### src/rtl/core/ring_fifo_overwrite_last_assert.svh
// Assertion macros shared by the ring FIFO modules.
`ifndef RING_FIFO_OVERWRITE_LAST_ASSERT_SVH
`define RING_FIFO_OVERWRITE_LAST_ASSERT_SVH

// Same-cycle implication, disabled during reset.
`define RFO_ASSERT_NOW(label, clk, rst, ante, cons) \
  label: assert property (@(posedge clk) disable iff (rst) (ante) |-> (cons)) \
    else $error("ring fifo assertion failed");

// Next-cycle implication, disabled during reset.
`define RFO_ASSERT_NEXT(label, clk, rst, ante, cons) \
  label: assert property (@(posedge clk) disable iff (rst) (ante) |=> (cons)) \
    else $error("ring fifo assertion failed");

`endif

### src/rtl/core/rfo_pkg.sv
// Package with shared types and constants of the ring FIFO.
package rfo_pkg;

  localparam int DEPTH_DEFAULT      = 16;
  localparam int DATA_WIDTH_DEFAULT = 32;
  localparam int NUM_ELEMS_RESET    = 16;

  localparam int OPCODE_W = 2;
  localparam int WORD_W   = 32;
  localparam int COUNT_W  = 5;

  typedef enum logic [OPCODE_W-1:0] {
    OP_PUT    = 2'd0,
    OP_GET    = 2'd1,
    OP_FLUSH  = 2'd2,
    OP_STATUS = 2'd3
  } op_t;

  typedef enum logic [2:0] {
    ST_IDLE = 3'b001,
    ST_EXEC = 3'b010,
    ST_RESP = 3'b100
  } state_t;

  typedef struct packed {
    logic load;
    logic exec;
    logic respond;
    logic cfg_write;
  } cmd_t;

endpackage

### src/rtl/core/rfo_ram.sv
// Generic single-write, single-read RAM with registered read data.
module rfo_ram #(
  parameter int WIDTH = rfo_pkg::DATA_WIDTH_DEFAULT,
  parameter int DEPTH = rfo_pkg::DEPTH_DEFAULT,
  localparam int ADDR_W = (DEPTH > 1) ? $clog2(DEPTH) : 1
) (
  input  logic              clk,
  input  logic              we,
  input  logic [ADDR_W-1:0] waddr,
  input  logic [WIDTH-1:0]  wdata,
  input  logic              re,
  input  logic [ADDR_W-1:0] raddr,
  output logic [WIDTH-1:0]  rdata
);

  logic [WIDTH-1:0] mem [DEPTH];

  always_ff @(posedge clk) begin
    if (we) begin
      mem[waddr] <= wdata;
    end
    if (re) begin
      rdata <= mem[raddr];
    end
  end

endmodule

### src/rtl/core/rfo_ctrl.sv
// Controller state machine: sequences accept, execute and respond phases.
`include "ring_fifo_overwrite_last_assert.svh"

module rfo_ctrl (
  input  logic         clk,
  input  logic         rst,
  input  logic         start,
  output logic         busy,
  input  logic         cfg_valid,
  output logic         cfg_ready,
  output logic         done,
  output rfo_pkg::cmd_t cmd
);

  rfo_pkg::state_t state, state_next;

  always_comb begin
    state_next = state;
    unique case (state)
      rfo_pkg::ST_IDLE: begin
        if (start) begin
          state_next = rfo_pkg::ST_EXEC;
        end
      end
      rfo_pkg::ST_EXEC: state_next = rfo_pkg::ST_RESP;
      rfo_pkg::ST_RESP: state_next = rfo_pkg::ST_IDLE;
      default:          state_next = rfo_pkg::ST_IDLE;
    endcase
  end

  always_ff @(posedge clk) begin
    if (rst) begin
      state <= rfo_pkg::ST_IDLE;
      done  <= 1'b0;
    end else begin
      state <= state_next;
      done  <= (state == rfo_pkg::ST_RESP);
    end
  end

  assign busy          = (state != rfo_pkg::ST_IDLE);
  assign cfg_ready     = (state == rfo_pkg::ST_IDLE) && !start;
  assign cmd.load      = start && !busy;
  assign cmd.exec      = (state == rfo_pkg::ST_EXEC);
  assign cmd.respond   = (state == rfo_pkg::ST_RESP);
  assign cmd.cfg_write = cfg_valid && cfg_ready;

  `RFO_ASSERT_NEXT(a_accept_busy, clk, rst, start && !busy, busy && !done)
  `RFO_ASSERT_NEXT(a_resp_done, clk, rst, cmd.respond, done && !busy)
  `RFO_ASSERT_NEXT(a_done_single, clk, rst, done, !done)
  `RFO_ASSERT_NOW(a_cfg_idle, clk, rst, cmd.cfg_write, !busy && !cmd.load)

endmodule

### src/rtl/core/rfo_dp.sv
// Datapath: pointers, overflow flag, slot RAM and result registers.
`include "ring_fifo_overwrite_last_assert.svh"

module rfo_dp #(
  parameter int DEPTH      = rfo_pkg::DEPTH_DEFAULT,
  parameter int DATA_WIDTH = rfo_pkg::DATA_WIDTH_DEFAULT
) (
  input  logic                         clk,
  input  logic                         rst,
  input  rfo_pkg::cmd_t                cmd,
  input  logic [rfo_pkg::OPCODE_W-1:0] opcode,
  input  logic [rfo_pkg::WORD_W-1:0]   write_data,
  input  logic [rfo_pkg::COUNT_W-1:0]  cfg_data,
  input  logic                         done,
  output logic [rfo_pkg::WORD_W-1:0]   read_data,
  output logic                         read_valid,
  output logic                         overwrote,
  output logic [rfo_pkg::COUNT_W-1:0]  used_count,
  output logic [rfo_pkg::COUNT_W-1:0]  free_count,
  output logic                         is_empty,
  output logic                         is_full
);

  localparam int PTR_W = (DEPTH > 1) ? $clog2(DEPTH) : 1;
  localparam int CNT_W = $clog2(DEPTH + 1);
  localparam int SUM_W = CNT_W + 1;
  localparam int RESET_SIZE =
    (rfo_pkg::NUM_ELEMS_RESET > DEPTH) ? DEPTH : rfo_pkg::NUM_ELEMS_RESET;

  logic [CNT_W-1:0]      ring_size;
  logic [PTR_W-1:0]      wp, rp, wp_next, rp_next;
  logic                  flag, flag_next;
  rfo_pkg::op_t          op_q;
  logic [DATA_WIDTH-1:0] wdata_q;
  logic                  over_q, over_next;
  logic                  rvalid_q, rvalid_next;
  logic                  we;
  logic [PTR_W-1:0]      waddr;
  logic [DATA_WIDTH-1:0] ram_rdata;
  logic [CNT_W-1:0]      size_next;
  logic [PTR_W-1:0]      adv_wp, adv_wp2, adv_rp;
  logic [CNT_W-1:0]      used;

  function automatic logic [PTR_W-1:0] adv(input logic [PTR_W-1:0] p,
                                           input logic [CNT_W-1:0] n);
    logic [SUM_W-1:0] s;
    s = SUM_W'(p) + SUM_W'(1);
    return (s >= SUM_W'(n)) ? '0 : PTR_W'(s);
  endfunction

  always_comb begin
    if (cfg_data == '0) begin
      size_next = CNT_W'(1);
    end else if (32'(cfg_data) > DEPTH) begin
      size_next = CNT_W'(DEPTH);
    end else begin
      size_next = CNT_W'(cfg_data);
    end
  end

  assign adv_wp  = adv(wp, ring_size);
  assign adv_wp2 = adv(adv_wp, ring_size);
  assign adv_rp  = adv(rp, ring_size);

  always_comb begin
    wp_next     = wp;
    rp_next     = rp;
    flag_next   = flag;
    over_next   = 1'b0;
    rvalid_next = 1'b0;
    we          = 1'b0;
    waddr       = wp;
    unique case (op_q)
      rfo_pkg::OP_PUT: begin
        we = 1'b1;
        if (adv_wp == rp) begin
          over_next = flag;
          flag_next = 1'b1;
        end else if (flag) begin
          waddr = adv_wp;
          if (adv_wp2 != rp) begin
            flag_next = 1'b0;
            wp_next   = adv_wp2;
          end else begin
            wp_next = adv_wp;
          end
        end else begin
          wp_next = adv_wp;
        end
      end
      rfo_pkg::OP_GET: begin
        if (wp == rp) begin
          if (flag) begin
            rvalid_next = 1'b1;
            flag_next   = 1'b0;
          end
        end else begin
          rvalid_next = 1'b1;
          rp_next     = adv_rp;
        end
      end
      rfo_pkg::OP_FLUSH: begin
        rp_next   = wp;
        flag_next = 1'b0;
      end
      rfo_pkg::OP_STATUS: begin
      end
      default: begin
      end
    endcase
  end

  rfo_ram #(
    .WIDTH (DATA_WIDTH),
    .DEPTH (DEPTH)
  ) u_ram (
    .clk   (clk),
    .we    (cmd.exec && we),
    .waddr (waddr),
    .wdata (wdata_q),
    .re    (cmd.exec),
    .raddr (rp),
    .rdata (ram_rdata)
  );

  always_ff @(posedge clk) begin
    if (rst) begin
      ring_size <= CNT_W'(RESET_SIZE);
      wp        <= '0;
      rp        <= '0;
      flag      <= 1'b0;
    end else if (cmd.cfg_write) begin
      ring_size <= size_next;
      wp        <= '0;
      rp        <= '0;
      flag      <= 1'b0;
    end else if (cmd.exec) begin
      wp   <= wp_next;
      rp   <= rp_next;
      flag <= flag_next;
    end
  end

  always_ff @(posedge clk) begin
    if (cmd.load) begin
      op_q    <= rfo_pkg::op_t'(opcode);
      wdata_q <= DATA_WIDTH'(write_data);
    end
    if (cmd.exec) begin
      over_q   <= over_next;
      rvalid_q <= rvalid_next;
    end
  end

  assign used = CNT_W'(wp) - CNT_W'(rp) + ((wp < rp) ? ring_size : '0) + CNT_W'(flag);

  always_ff @(posedge clk) begin
    if (cmd.respond) begin
      read_data  <= rvalid_q ? rfo_pkg::WORD_W'(ram_rdata) : '0;
      read_valid <= rvalid_q;
      overwrote  <= over_q;
      used_count <= rfo_pkg::COUNT_W'(used);
      free_count <= rfo_pkg::COUNT_W'(ring_size - used);
      is_empty   <= (wp == rp) && !flag;
      is_full    <= (adv_wp == rp) && flag;
    end
  end

  `RFO_ASSERT_NOW(a_ptr_range, clk, rst, 1'b1,
    (CNT_W'(wp) < ring_size) && (CNT_W'(rp) < ring_size))
  `RFO_ASSERT_NOW(a_used_range, clk, rst, 1'b1, used <= ring_size)
  `RFO_ASSERT_NOW(a_empty_full, clk, rst, done, !(is_empty && is_full))

endmodule

### src/rtl/core/ring_fifo_overwrite_last.sv
// Top level of the ring FIFO with overwrite of the newest element.
//
// Command channel: drive opcode and write_data with start; the beat is taken
// at a rising edge where start is high and busy is low. Opcodes: put, get,
// flush, status query. Each command yields exactly one result beat.
// Result channel: done is high for one cycle with read_data, read_valid,
// overwrote, used_count, free_count, is_empty and is_full; the receiver must
// take it in that cycle, it cannot hold results off.
// Configuration: cfg_data (num_elems) is written when cfg_valid and cfg_ready
// are both high; cfg_ready is high only while idle. A write also empties the
// queue. Values of 0 act as 1, values above DEPTH act as DEPTH.
// Sequence: after the accepting edge the controller steps through the execute
// and respond states with busy high, and done is registered from the respond
// state; the result beat is taken at the edge that ends it. No new command is
// taken while busy; results pass the registered slot RAM read port and result stage.
// Reset (rst, synchronous): pointers and overflow flag clear, num_elems = 16
// (clamped to DEPTH); slot contents are not cleared and need no sweep.
module ring_fifo_overwrite_last #(
  parameter int DEPTH      = rfo_pkg::DEPTH_DEFAULT,
  parameter int DATA_WIDTH = rfo_pkg::DATA_WIDTH_DEFAULT
) (
  input  logic                         clk,
  input  logic                         rst,
  input  logic                         start,
  output logic                         busy,
  input  logic [rfo_pkg::OPCODE_W-1:0] opcode,
  input  logic [rfo_pkg::WORD_W-1:0]   write_data,
  input  logic                         cfg_valid,
  output logic                         cfg_ready,
  input  logic [rfo_pkg::COUNT_W-1:0]  cfg_data,
  output logic                         done,
  output logic [rfo_pkg::WORD_W-1:0]   read_data,
  output logic                         read_valid,
  output logic                         overwrote,
  output logic [rfo_pkg::COUNT_W-1:0]  used_count,
  output logic [rfo_pkg::COUNT_W-1:0]  free_count,
  output logic                         is_empty,
  output logic                         is_full
);

  rfo_pkg::cmd_t cmd;

  rfo_ctrl u_ctrl (
    .clk       (clk),
    .rst       (rst),
    .start     (start),
    .busy      (busy),
    .cfg_valid (cfg_valid),
    .cfg_ready (cfg_ready),
    .done      (done),
    .cmd       (cmd)
  );

  rfo_dp #(
    .DEPTH      (DEPTH),
    .DATA_WIDTH (DATA_WIDTH)
  ) u_dp (
    .clk        (clk),
    .rst        (rst),
    .cmd        (cmd),
    .opcode     (opcode),
    .write_data (write_data),
    .cfg_data   (cfg_data),
    .done       (done),
    .read_data  (read_data),
    .read_valid (read_valid),
    .overwrote  (overwrote),
    .used_count (used_count),
    .free_count (free_count),
    .is_empty   (is_empty),
    .is_full    (is_full)
  );

endmodule

### config.mk
export PLATFORM = sky130hd
export DESIGN_NAME = ring_fifo_overwrite_last
export DESIGN_NICKNAME = d
export VERILOG_FILES = /design/src/rtl/core/rfo_pkg.sv /design/src/rtl/core/rfo_ram.sv /design/src/rtl/core/rfo_ctrl.sv /design/src/rtl/core/rfo_dp.sv /design/src/rtl/core/ring_fifo_overwrite_last.sv
export VERILOG_INCLUDE_DIRS = /design/src /design/src/rtl/core
export SDC_FILE = /design/constraint.sdc
export NUM_CORES = 1
export LEC_CHECK = 0
export BUFFER_PORTS_ARGS = -buffer_cell sky130_fd_sc_hd__buf_2
export CORE_MARGIN = 10
export CORE_UTILIZATION = 60
export DETAILED_ROUTE_END_ITERATION = 7
export PLACE_DENSITY_LB_ADDON = 0.05
export SLEW_MARGIN = 20
export SYNTH_ARGS = -nofsm -noshare
export SYNTH_HDL_FRONTEND = slang
export SYNTH_SLANG_ARGS = --single-unit
### constraint.sdc
create_clock -name clk -period 7.05 [get_ports clk]
set_clock_uncertainty 0.05 [all_clocks]
set_input_delay 1.0575 -clock clk [delete_from_list [all_inputs] [get_ports clk]]
set_output_delay 1.0575 -clock clk [all_outputs]
set_load 0.05 [all_outputs]
==> out/metrics.csv, run 1 <==
metric;value;unit
outcome;finished, final reports clean;
vias;11600;
grt_antenna_before_repair;0;
tns;0;ps
p_comb_share;1.6;%
dieHeight;225;um
crit_path_end_kind;flip-flop;
yosys_warnings;0;
cts_hold_buf;0;
grt_usage;20.5;%
antenna_cells;0;
ctsResizeCount;0;
io_buffers;91;
avgViaCountPerCell;6.18;
grt_pass1_vias;12100;
finalSetupViolCount;0;
rsz0062_at_grt;no;
ys_seq_area_share;76.2;%
htreeDepth;2;
max_freq;195;MHz
stdcell_count;1880;
grt_max_degree;52;
ys.flop_type;edfxtp_1;
max_slew_margin;30.4;%
multi_input_area;0.00578;mm2
drt_wl_total;50700;um
seq_power_share;57.6;%
die_w;225;um
numCtsBuffers;60;
root_buffer;clkbuf_16;
design.core.area;0.0411;mm2
hpwl;28400;um
synth_edf_count;626;
p_sw_share;19.8;%
hp-class;reg -> reg;
p_sw;1470;uW
cts_tree;done;
fillers;2602;
power.leakage;0.00893;uW
grt_first_pass_wirelength;77000;um
pwr-share-clk;40.7;%
worst_slack;1930;ps
area_growth;12.4;%
path_clk_slew;60;ps
ir_worst_vdd;246;uV
die-area;0.0505;mm2
dp_slack;2040;ps
synth-seq-cells;644;
firstDrtPassIters;6;
final_layout_size_suffix_gt1_share;29.4;%
pin_count;92;
wl_per_cell;27.0;um
drv_slew;0;
fin_crit_sh;72.6;%
critPathArrivalTime;5620;ps
detail-route-antenna-nets;0;
start_util;61.1;%
gr-total-overflow;0;
layout_common_cells;edfxtp_1, mux4_2, buf_2;
crit_fanout;11;
syn_area;0.0251;mm2
maxCapViolations;0;
ys_async_sr_fraction;0;%
post-route-min-period;5120;ps
placed_area;0.0264;mm2
p_per_area;264;mW/mm2
insertion_delay;620;ps
hold_viol_final;0;
p_int;5970;uW
design_area;0.0282;mm2
drc;0;
power;7440;uW
ys_types;54;
cts_num_sinks;644;
required;7550;ps
regArea;0.0192;mm2
synthesis.instances;1170;
synth_nets;1252;
fin_nets;1383;
worstSetupPathType;reg -> reg;
tightest_slew;1040;ps
startpoint_type;flip-flop;
layout_commonest_cell;edfxtp_1;
gp_congestion;0.859;
drt_iter0_markers;1205;
synth.avg_cell_area;21.5;um2
cts_setup_buffers;0;
rows;74;
dp_cells;1771;
cts_buffer_depth;3;
layer usage:
layer | GRT usage [%] | vias up | wire length (um)
met5 | 0 | - | 0
met4 | 6.10 | 0 | 1100
met3 | 2.72 | 79 | 2620
met2 | 33.2 | 329 | 25300
met1 | 29.2 | 6128 | 21700
li1 | - | 5082 | -
worst max-delay path: stages, from the launching register on:
cell and delay (ps):
dfxtp_1 590, ha_1 260, xnor2_1 190, inv_1 130
ha_1 290, nand3_1 180, o211ai_1 440, inv_1 140
ha_1 290, xnor2_1 300, ha_1 300, a21o_1 170
a31oi_1 170, o21ai_0 280, a22o_1 310, a211oi_1 290
a22oi_1 230, or3_1 380, nand3_1 80
stage by stage:
stage / utilization [%] / hold slack (ps)
after CTS: 68.7 / 374
after global routing: 68.7 / 388
after floorplan: - / 350
after detailed placement: 64.2 / 360
final: 68.7 / 371
after global placement: 64.2 / 364
cell families after synthesis:
family | count (synthesis) | synth area share [%]
buf+inv | 82 | 1.28
compound gates | 73 | 2.07
fa+ha+maj | 39 | 2.12
simple gates | 149 | 3.05
mux | 164 | 14.5
flops | 644 | 76.2
xor+xnor | 19 | 0.747
worst paths after layout:
| kind | startpoint | end | slack (ps) | cells after the start |
|---|---|---|---|---|
| setup / recovery | u_dp.wp[0]$_SDFFE_PP0P_ | u_dp.wp[0]$_SDFFE_PP0P_ | 1930 | 18 |
| hold / removal | u_dp.over_q$_SDFFCE_PN0P_ | u_dp.overwrote$_DFFE_PP_ | 370 | 0 |
| setup reg to reg | u_dp.wp[0]$_SDFFE_PP0P_ | u_dp.wp[0]$_SDFFE_PP0P_ | 1930 | 18 |
| hold reg to reg | u_dp.over_q$_SDFFCE_PN0P_ | u_dp.overwrote$_DFFE_PP_ | 370 | 0 |
cells in the mapped netlist, drive strengths merged, types with 2 or more instances:
master / count / area, um2
edfxtp: 626 / 18800
mux4: 160 / 3600
nor2: 41 / 154
ha: 33 / 413
inv: 33 / 124
and2: 32 / 200
clkbuf: 30 / 113
nand2: 20 / 75.1
a21oi: 19 / 103
dfxtp: 18 / 360
buf: 17 / 78.8
nor3: 14 / 70.1
xnor2: 14 / 130
o21ai: 12 / 60.1
a21o: 9 / 67.6
and3: 7 / 43.8
nand2b: 7 / 43.8
fa: 6 / 120
nor2b: 6 / 37.5
a211oi: 5 / 37.5
nand3: 5 / 25.0
nand4: 5 / 31.3
a22oi: 4 / 30.0
a31oi: 4 / 25.0
nor3b: 4 / 30.0
o211ai: 4 / 35.0
xor2: 4 / 35.0
a41oi: 3 / 41.3
mux2i: 3 / 30.0
nor4: 3 / 18.8
or3: 3 / 18.8
a211o: 2 / 17.5
a22o: 2 / 17.5
clkinv: 2 / 7.51
o21a: 2 / 15.0
power by group through the flow:
stage | logic (uW) | registers, uW | clock network, uW
final | 123 | 4290 | 3030
after global routing | 136 | 4290 | 3240
after CTS | 124 | 4290 | 3100
after detailed placement | 123 | 4370 | 0
after global placement | 120 | 4370 | 0
after floorplan | 81.4 | 4350 | 0
sequential cells by signal, indices dropped and copies added, names as in the netlist, 3 cells and up:
name / count
u_dp.u_ram.mem: 512
u_dp.read_data: 32
u_dp.u_ram.rdata: 32
u_dp.wdata_q: 32
u_dp.free_count: 5
u_dp.ring_size: 5
u_dp.used_count: 5
u_dp.rp: 4
u_dp.wp: 4
u_ctrl.state: 3
cell type report:
class	count	share of cell area (%)
Inverter	35	0.465
Clock buffer	71	5.54
Clock inverter	38	0.988
Tap cell	532	2.36
Sequential cell	644	67.9
Multi-Input combinational cell	444	20.5
Timing Repair Buffer	116	2.29
Power figures use the tool's default switching activity.
==> inputs of run 2 (changes only) <==
Settings changed: CORE_UTILIZATION 60 to 55.
Clock period 7.05 ns to 4.7 ns, I/O delays scaled along.
==> run 2 against run 1 <==
  * Combinational power grew 64%
  * Largest power group unchanged
  * Sequential cell count stayed put
  * Largest cell class unchanged
  * Utilization shrank 4.8 points
  * Sequential share of layout area is 1.6 points lower
  * Clock power rose by 62%
  * Critical path depth grew 1
  * Critical path type unchanged
  * Global-route usage down 0.94 points
  * Highest routed layer unchanged
==> out/metrics.csv, run 2 (same netlist as run 1, synthesis figures left out) <==
metric;value;unit;change
outcome;finished, final reports clean;;unchanged
holdPathStages;1;;was 0
max_slew_margin;36.7;%;was 30.4%
fin_crit_sh;91.3;%;was 72.6%
cpMostUsedCell;ha_1;;unchanged
htreeDepth;3;;was 2
crit_path_end_kind;flip-flop;;unchanged
die_w;234;um;was 225 um
hpwl;28400;um;about the same
layout_commonest_cell;edfxtp_1;;unchanged
max_stage_delay;380;ps;was 590 ps
timing.rr.start;u_dp.wp[0]$_SDFFE_PP0P_;;unchanged
vias;11900;;was 11,600
drt_iter0_markers;1098;;was 1,205
gr-total-overflow;0;;unchanged
grt_pass1_vias;12400;;was 12,100
avgViaCountPerCell;5.99;;was 6.18
fillers;3073;;was 2,602
power.leakage;0.00922;uW;was 0.00893 uW
multi_input_area;0.00580;mm2;was 0.00578 mm2
path_cells;ha_1, xnor2_2, inv_1, ha_1, a21o_1, a21oi_2, o211ai_1, inv_1, ha_1, xnor2_1, ha_1, a21o_1, a31oi_2, o21ai_2, a22o_1, a211oi_1, a22oi_1, or3_1, nand3_1;;was ha_1, xnor2_1, inv_1, ha_1, nand3_1, o211ai_1, inv_1, ha_1, xnor2_1, ha_1, a21o_1, a31oi_1, o21ai_0, a22o_1, a211oi_1, a22oi_1, or3_1, nand3_1
ir_worst_vdd;305;uV;was 246 uV
max_freq;233;MHz;was 195 MHz
finalSetupViolCount;0;;unchanged
post-route-min-period;4290;ps;was 5120 ps
regArea;0.0192;mm2;unchanged
grt_first_pass_wirelength;78500;um;was 77,000 um
grt_usage;19.6;%;was 20.5%
maxCapViolations;0;;unchanged
drv_slew;0;;unchanged
reg2reg_slack;410;ps;was 1930 ps
hold_slack;237;ps;was 371 ps
io_buffers;91;;unchanged
largest_register_ffs;512;;unchanged
startpoint_type;flip-flop;;unchanged
design.core.area;0.0453;mm2;was 0.0411 mm2
firstDrtPassIters;5;;was 6
cts_num_sinks;644;;unchanged
required;5180;ps;was 7550 ps
stdcell_count;1991;;was 1,880
insertion_delay;590;ps;was 620 ps
worst_slack;409;ps;was 1930 ps
start_util;55.5;%;was 61.1%
timing.rr.end;u_dp.wp[0]$_SDFFE_PP0P_;;unchanged
dp_cells;1872;;was 1,771
grt_antenna_before_repair;0;;unchanged
gp_congestion;0.878;;was 0.859
hp-class;in -> reg;;was reg -> reg
fin_nets;1422;;was 1,383
reg2reg_depth;19;;was 18
top_register;u_dp.u_ram.mem;;unchanged
path_buf_inv;2;;unchanged
placed_area;0.0269;mm2;was 0.0264 mm2
dp_slack;155;ps;was 2040 ps
min_to;u_dp.wdata_q[17]$_DFFE_PP_;;was u_dp.overwrote$_DFFE_PP_
pin_count;92;;unchanged
drc;0;;unchanged
detail-route-antenna-nets;0;;unchanged
p_per_area;399;mW/mm2;was 264 mW/mm2
root_buffer;clkbuf_16;;unchanged
crit_fanout;6;;was 11
layout_common_cells;edfxtp_1, mux4_2, buf_2;;unchanged
critPathTopFamily;compound AO/OA/AOI/OAI gates;;unchanged
wl_per_cell;26.1;um;was 27.0 um
design_area;0.0289;mm2;was 0.0282 mm2
final_layout_size_suffix_gt1_share;31.1;%;was 29.4%
critPathSlowestCell;or3_1;;was dfxtp_1
cts_tree;done;;unchanged
grt_max_degree;137;;was 52
rsz0062_at_grt;no;;unchanged
dieHeight;234;um;was 225 um
tns;0;ps;unchanged
min_from;write_data[17];;was u_dp.over_q$_SDFFCE_PN0P_
path_clk_slew;60;ps;about the same
area_growth;15.1;%;was 12.4%
drt_wl_total;51900;um;was 50,700 um
cts_buffer_depth;3;;unchanged
critPathArrivalTime;4770;ps;was 5620 ps
numCtsBuffers;66;;was 60
hold_viol_final;0;;unchanged
die-area;0.0546;mm2;was 0.0505 mm2
tightest_slew;950;ps;was 1040 ps
worstSetupPathType;reg -> reg;;unchanged
rows;78;;was 74
[run 2: cell types whose count changed in the layout (fill, tap and decap cells not counted), sizes merged]
cell and change:
inv +3, diode +1, clkbuf +17, clkinvlp -5, buf +33, clkinv -6
[run 2: worst max-delay path by stage]
stage | start | endpoint | slack, ps | depth (start not counted)
4_1_cts | u_dp.wp[0]$_SDFFE_PP0P_ | u_dp.wp[0]$_SDFFE_PP0P_ | 120 | 19
3_5_place_dp | u_dp.wp[0]$_SDFFE_PP0P_ | u_dp.wp[0]$_SDFFE_PP0P_ | 160 | 19
5_1_grt | u_dp.wp[0]$_SDFFE_PP0P_ | u_dp.wp[0]$_SDFFE_PP0P_ | 20 | 19
3_3_place_gp | u_dp.wp[0]$_SDFFE_PP0P_ | u_dp.wp[0]$_SDFFE_PP0P_ | 300 | 19
6_report | u_dp.wp[0]$_SDFFE_PP0P_ | u_dp.wp[0]$_SDFFE_PP0P_ | 410 | 19
2_1_floorplan | u_dp.wp[0]$_SDFFE_PP0P_ | u_dp.u_ram.mem[7][0]$_DFFE_PP_ | 80 | 12
[run 2: where the power goes]
part	internal [uW]	leakage [uW]	switching, uW	total [uW]
clock	2820	0.000980	2080	4900
sequential	6350	0.00580	81.9	6430
combinational	81.0	0.00245	121	202
total	9250	0.00922	2280	11500
[run 2: layout make-up]
class	instances	share of cell area [%]
Inverter	35	0.454
Clock inverter	30	0.865
Multi-Input combinational cell	444	20.1
Clock buffer	88	6.10
Tap cell	600	2.60
Antenna cell	1	0.00865
Sequential cell	644	66.3
Timing Repair Buffer	149	3.64
[run 2: per-stage QoR]
stage | util [%] | total power, uW
2_1_floorplan | - | 6640
3_3_place_gp | 59.4 | 6740
3_5_place_dp | 59.4 | 6750
4_1_cts | 63.8 | 11600
5_1_grt | 63.9 | 11900
6_report | 63.9 | 11500
[run 2: per-layer routing]
layer	wire (um)	vias to the layer above	global-route usage, %
li1	-	5190	-
met1	22800	6372	27.7
met2	25800	296	31.4
met3	2320	74	3.23
met4	952	0	5.74
met5	0	-	0
[run 2: repair_timing]
item | in CTS | in global routing
hold buffers | 0 | 0
resized for setup | 0 | 4
setup buffers | 0 | 0
endpoints found under the setup margin | 0 | 5
==> inputs of run 3 (changes only) <==
Settings changed: SYNTH_HIERARCHICAL set to 1.
==> run 3 against run 2 <==
  * First-iteration DRC count down 6.0%
  * Setup slack worse by 98 ps
  * Combinational power down 10%
  * Die area about the same
  * Utilization down 0.23 points
  * Global-route usage about the same
  * Via count up 1.9%
  * Clock power down 6.7%
  * Sequential cell count unchanged
  * Register-to-register slack worse by 98 ps
  * Routed wire length up 1.2%
  * Hold slack worse by 42 ps
==> out/metrics.csv, run 3 <==
metric;value;unit;change
tightest_slew;1040;ps;was 950 ps
power;11200;uW;was 11,500 uW
synth_top_area_share;74.8;%;about the same
area_growth;14.7;%;was 15.1%
required;5160;ps;was 5180 ps
grt_max_degree;91;;was 137
drv_slew;0;;unchanged
hold_slack;194;ps;was 237 ps
fillers;3196;;was 3,073
hpwl;30800;um;was 28,400 um
vias;12200;;was 11,900
ys.flop_type;edfxtp_1;;unchanged
ys_types;63;;was 54
synth.avg_cell_area;20.5;um2;was 21.5 um2
finalSetupViolCount;0;;unchanged
drt_iter0_markers;1032;;was 1,098
max_slew_margin;30.7;%;was 36.7%
grt_first_pass_wirelength;79100;um;was 78,500 um
crit_fanout;6;;unchanged
ys_seq_area_share;76.3;%;was 76.2%
cts_hold_buf;0;;unchanged
die-area;0.0546;mm2;about the same
pin_count;92;;unchanged
max_freq;228;MHz;was 233 MHz
maxCapViolations;0;;unchanged
regArea;0.0192;mm2;about the same
io_buffers;91;;unchanged
rows;78;;unchanged
seq_power_share;57.5;%;was 55.8%
p_per_area;388;mW/mm2;was 399 mW/mm2
yosysMostFrequentCell;edfxtp_1;;unchanged
p_sw_share;19.8;%;about the same
wl_per_cell;25.7;um;was 26.1 um
dieHeight;234;um;about the same
grt_pass1_vias;12700;;was 12,400
p_int;8970;uW;was 9250 uW
synth_edf_count;626;;unchanged
path_clk_slew;60;ps;about the same
synth_top_family_by_area;multiplexers;;unchanged
p_sw;2220;uW;was 2280 uW
synth.area.top_cells;edfxtp_1, mux4_2, a22oi_1;;was edfxtp_1, mux4_2, ha_1
synthAdderAreaFrac;2.17;%;was 2.12%
critPathArrivalTime;4850;ps;was 4770 ps
final_layout_size_suffix_gt1_share;28.8;%;was 31.1%
insertion_delay;640;ps;was 590 ps
layout_common_cells;edfxtp_1, mux4_2, buf_2;;unchanged
largest_register_ffs;512;;unchanged
ys_async_sr_fraction;0;%;unchanged
root_buffer;clkbuf_16;;unchanged
muxShareOfSynthArea;11.5;%;was 14.5%
htreeDepth;2;;was 3
outcome;finished, final reports clean;;unchanged
fin_nets;1477;;was 1,422
gr-total-overflow;0;;unchanged
ir_worst_vdd;333;uV;was 305 uV
cts_tree;done;;unchanged
worstSetupPathType;reg -> reg;;unchanged
numCtsBuffers;61;;was 66
syn_area;0.0251;mm2;about the same
gp_congestion;0.829;;was 0.878
fin_crit_sh;93.4;%;was 91.3%
pwr-share-clk;40.9;%;was 42.5%
avgViaCountPerCell;5.95;;was 5.99
drc;0;;unchanged
synth_common_cells;edfxtp_1, mux4_2, a22oi_1;;was edfxtp_1, mux4_2, nor2_1
synth_compound_area_share;4.18;%;was 2.07%
p_comb_share;1.6;%;was 1.8%
detail-route-antenna-nets;0;;unchanged
synthesis.instances;1227;;was 1,170
start_util;55.5;%;about the same
power.leakage;0.00922;uW;about the same
cts_num_sinks;644;;unchanged
cts_buffer_depth;3;;unchanged
grt_usage;19.7;%;was 19.6%
crit_path_end_kind;flip-flop;;unchanged
yosysTopAreaCell;edfxtp_1;;unchanged
die_w;234;um;about the same
top_register;u_dp/u_ram/mem;;was u_dp.u_ram.mem
hp-class;in -> reg;;unchanged
synth-seq-cells;644;;unchanged
synth_nets;1310;;was 1,252
startpoint_type;flip-flop;;unchanged
post-route-min-period;4390;ps;was 4290 ps
synth_simple_gate_area_share;3.71;%;was 3.05%
yosys_warnings;6;;was 0
grt_antenna_before_repair;0;;unchanged
design.core.area;0.0453;mm2;unchanged
firstDrtPassIters;5;;unchanged
drt_wl_total;52600;um;was 51,900 um
antenna_cells;0;;was 1
synth_xor_area_share;0.628;%;was 0.747%
layout_commonest_cell;edfxtp_1;;unchanged
hold_viol_final;0;;unchanged
multi_input_area;0.00579;mm2;was 0.00580 mm2
run 3: logic make-up after synthesis:
group / after synthesis
mux: 129
flops: 644
compound gates: 135
buf+inv: 84
fa+ha+maj: 40
simple gates: 177
xor+xnor: 18
run 3: worst paths after layout:
check	startpoint	endpoint	slack (ps)	cells after the start
max reg2reg	u_dp/wp[0]$_SDFFE_PP0P_	u_dp/wp[0]$_SDFFE_PP0P_	310	20
min reg2reg	u_dp/over_q$_SDFFCE_PN0P_	u_dp/overwrote$_DFFE_PP_	380	0
max	u_dp/wp[0]$_SDFFE_PP0P_	u_dp/wp[0]$_SDFFE_PP0P_	310	20
min	write_data[22]	u_dp/wdata_q[22]$_DFFE_PP_	190	1
run 3: metrics by stage:
step | util [%] | area, um2 | worst slack (ps) | std cells | TNS (ps)
5_1_grt | 63.6 | 28800 | -9.65 | 2043 | -9.65
3_5_place_dp | 59.3 | 26900 | 11.6 | 1926 | 0
3_3_place_gp | 59.3 | 26800 | 109 | 1925 | 0
4_1_cts | 63.4 | 28700 | 178 | 2038 | 0
2_1_floorplan | - | 25200 | -263 | 1227 | -103420
6_report | 63.6 | 28800 | 311 | 2043 | 0
run 3: area by class of cell:
class / instances / area share (%)
clock inverters: 36 / 0.973
clock buffers: 76 / 5.49
flip-flops and latches: 644 / 66.5
repair buffers: 155 / 3.89
inverters: 33 / 0.430
well taps: 600 / 2.60
multi-input cells: 499 / 20.1
run 3: power by group through the flow:
stage	combinational [uW]	clock, uW	sequential (uW)
after floorplan	115	0	6520
after global placement	179	0	6550
after detailed placement	181	0	6550
after CTS	182	4680	6430
after global routing	200	4910	6440
final	181	4570	6430
run 3: repair_timing:
| action | 4_1_cts | 5_1_grt |
|---|---|---|
| setup endpoints to repair | 1 | 10 |
| resized for setup | 1 | 7 |
| buffers inserted | 0 | 4 |
| pin swaps | 0 | 6 |
run 3: worst max-delay path, cell delays in order, from the launching register on:
cell      delay [ps]
dfxtp_1          320
ha_1             240
xnor2_2          280
inv_2            100
ha_4             280
nand4_1          140
o22ai_4          300
nor3_2           110
ha_2             240
inv_1            110
a21oi_1           60
or2_2            300
ha_1             290
a21oi_1          120
o21ai_1           90
a31oi_2          280
o21ai_1          120
a32oi_1          250
o21bai_4         190
a311oi_1         120
a311oi_1         290
run 3: routing by layer:
layer  global-route usage, %  routed length (um)  up-vias  part of all wire, %
met1                    27.3               22500     6362                   43
met2                    32.2               26000      370                   50
met4                    5.24                 942        0                  1.8
met3                    2.90                3120       70                  5.9
met5                       0                   0        -                    0
li1                        -                   -     5357                    -
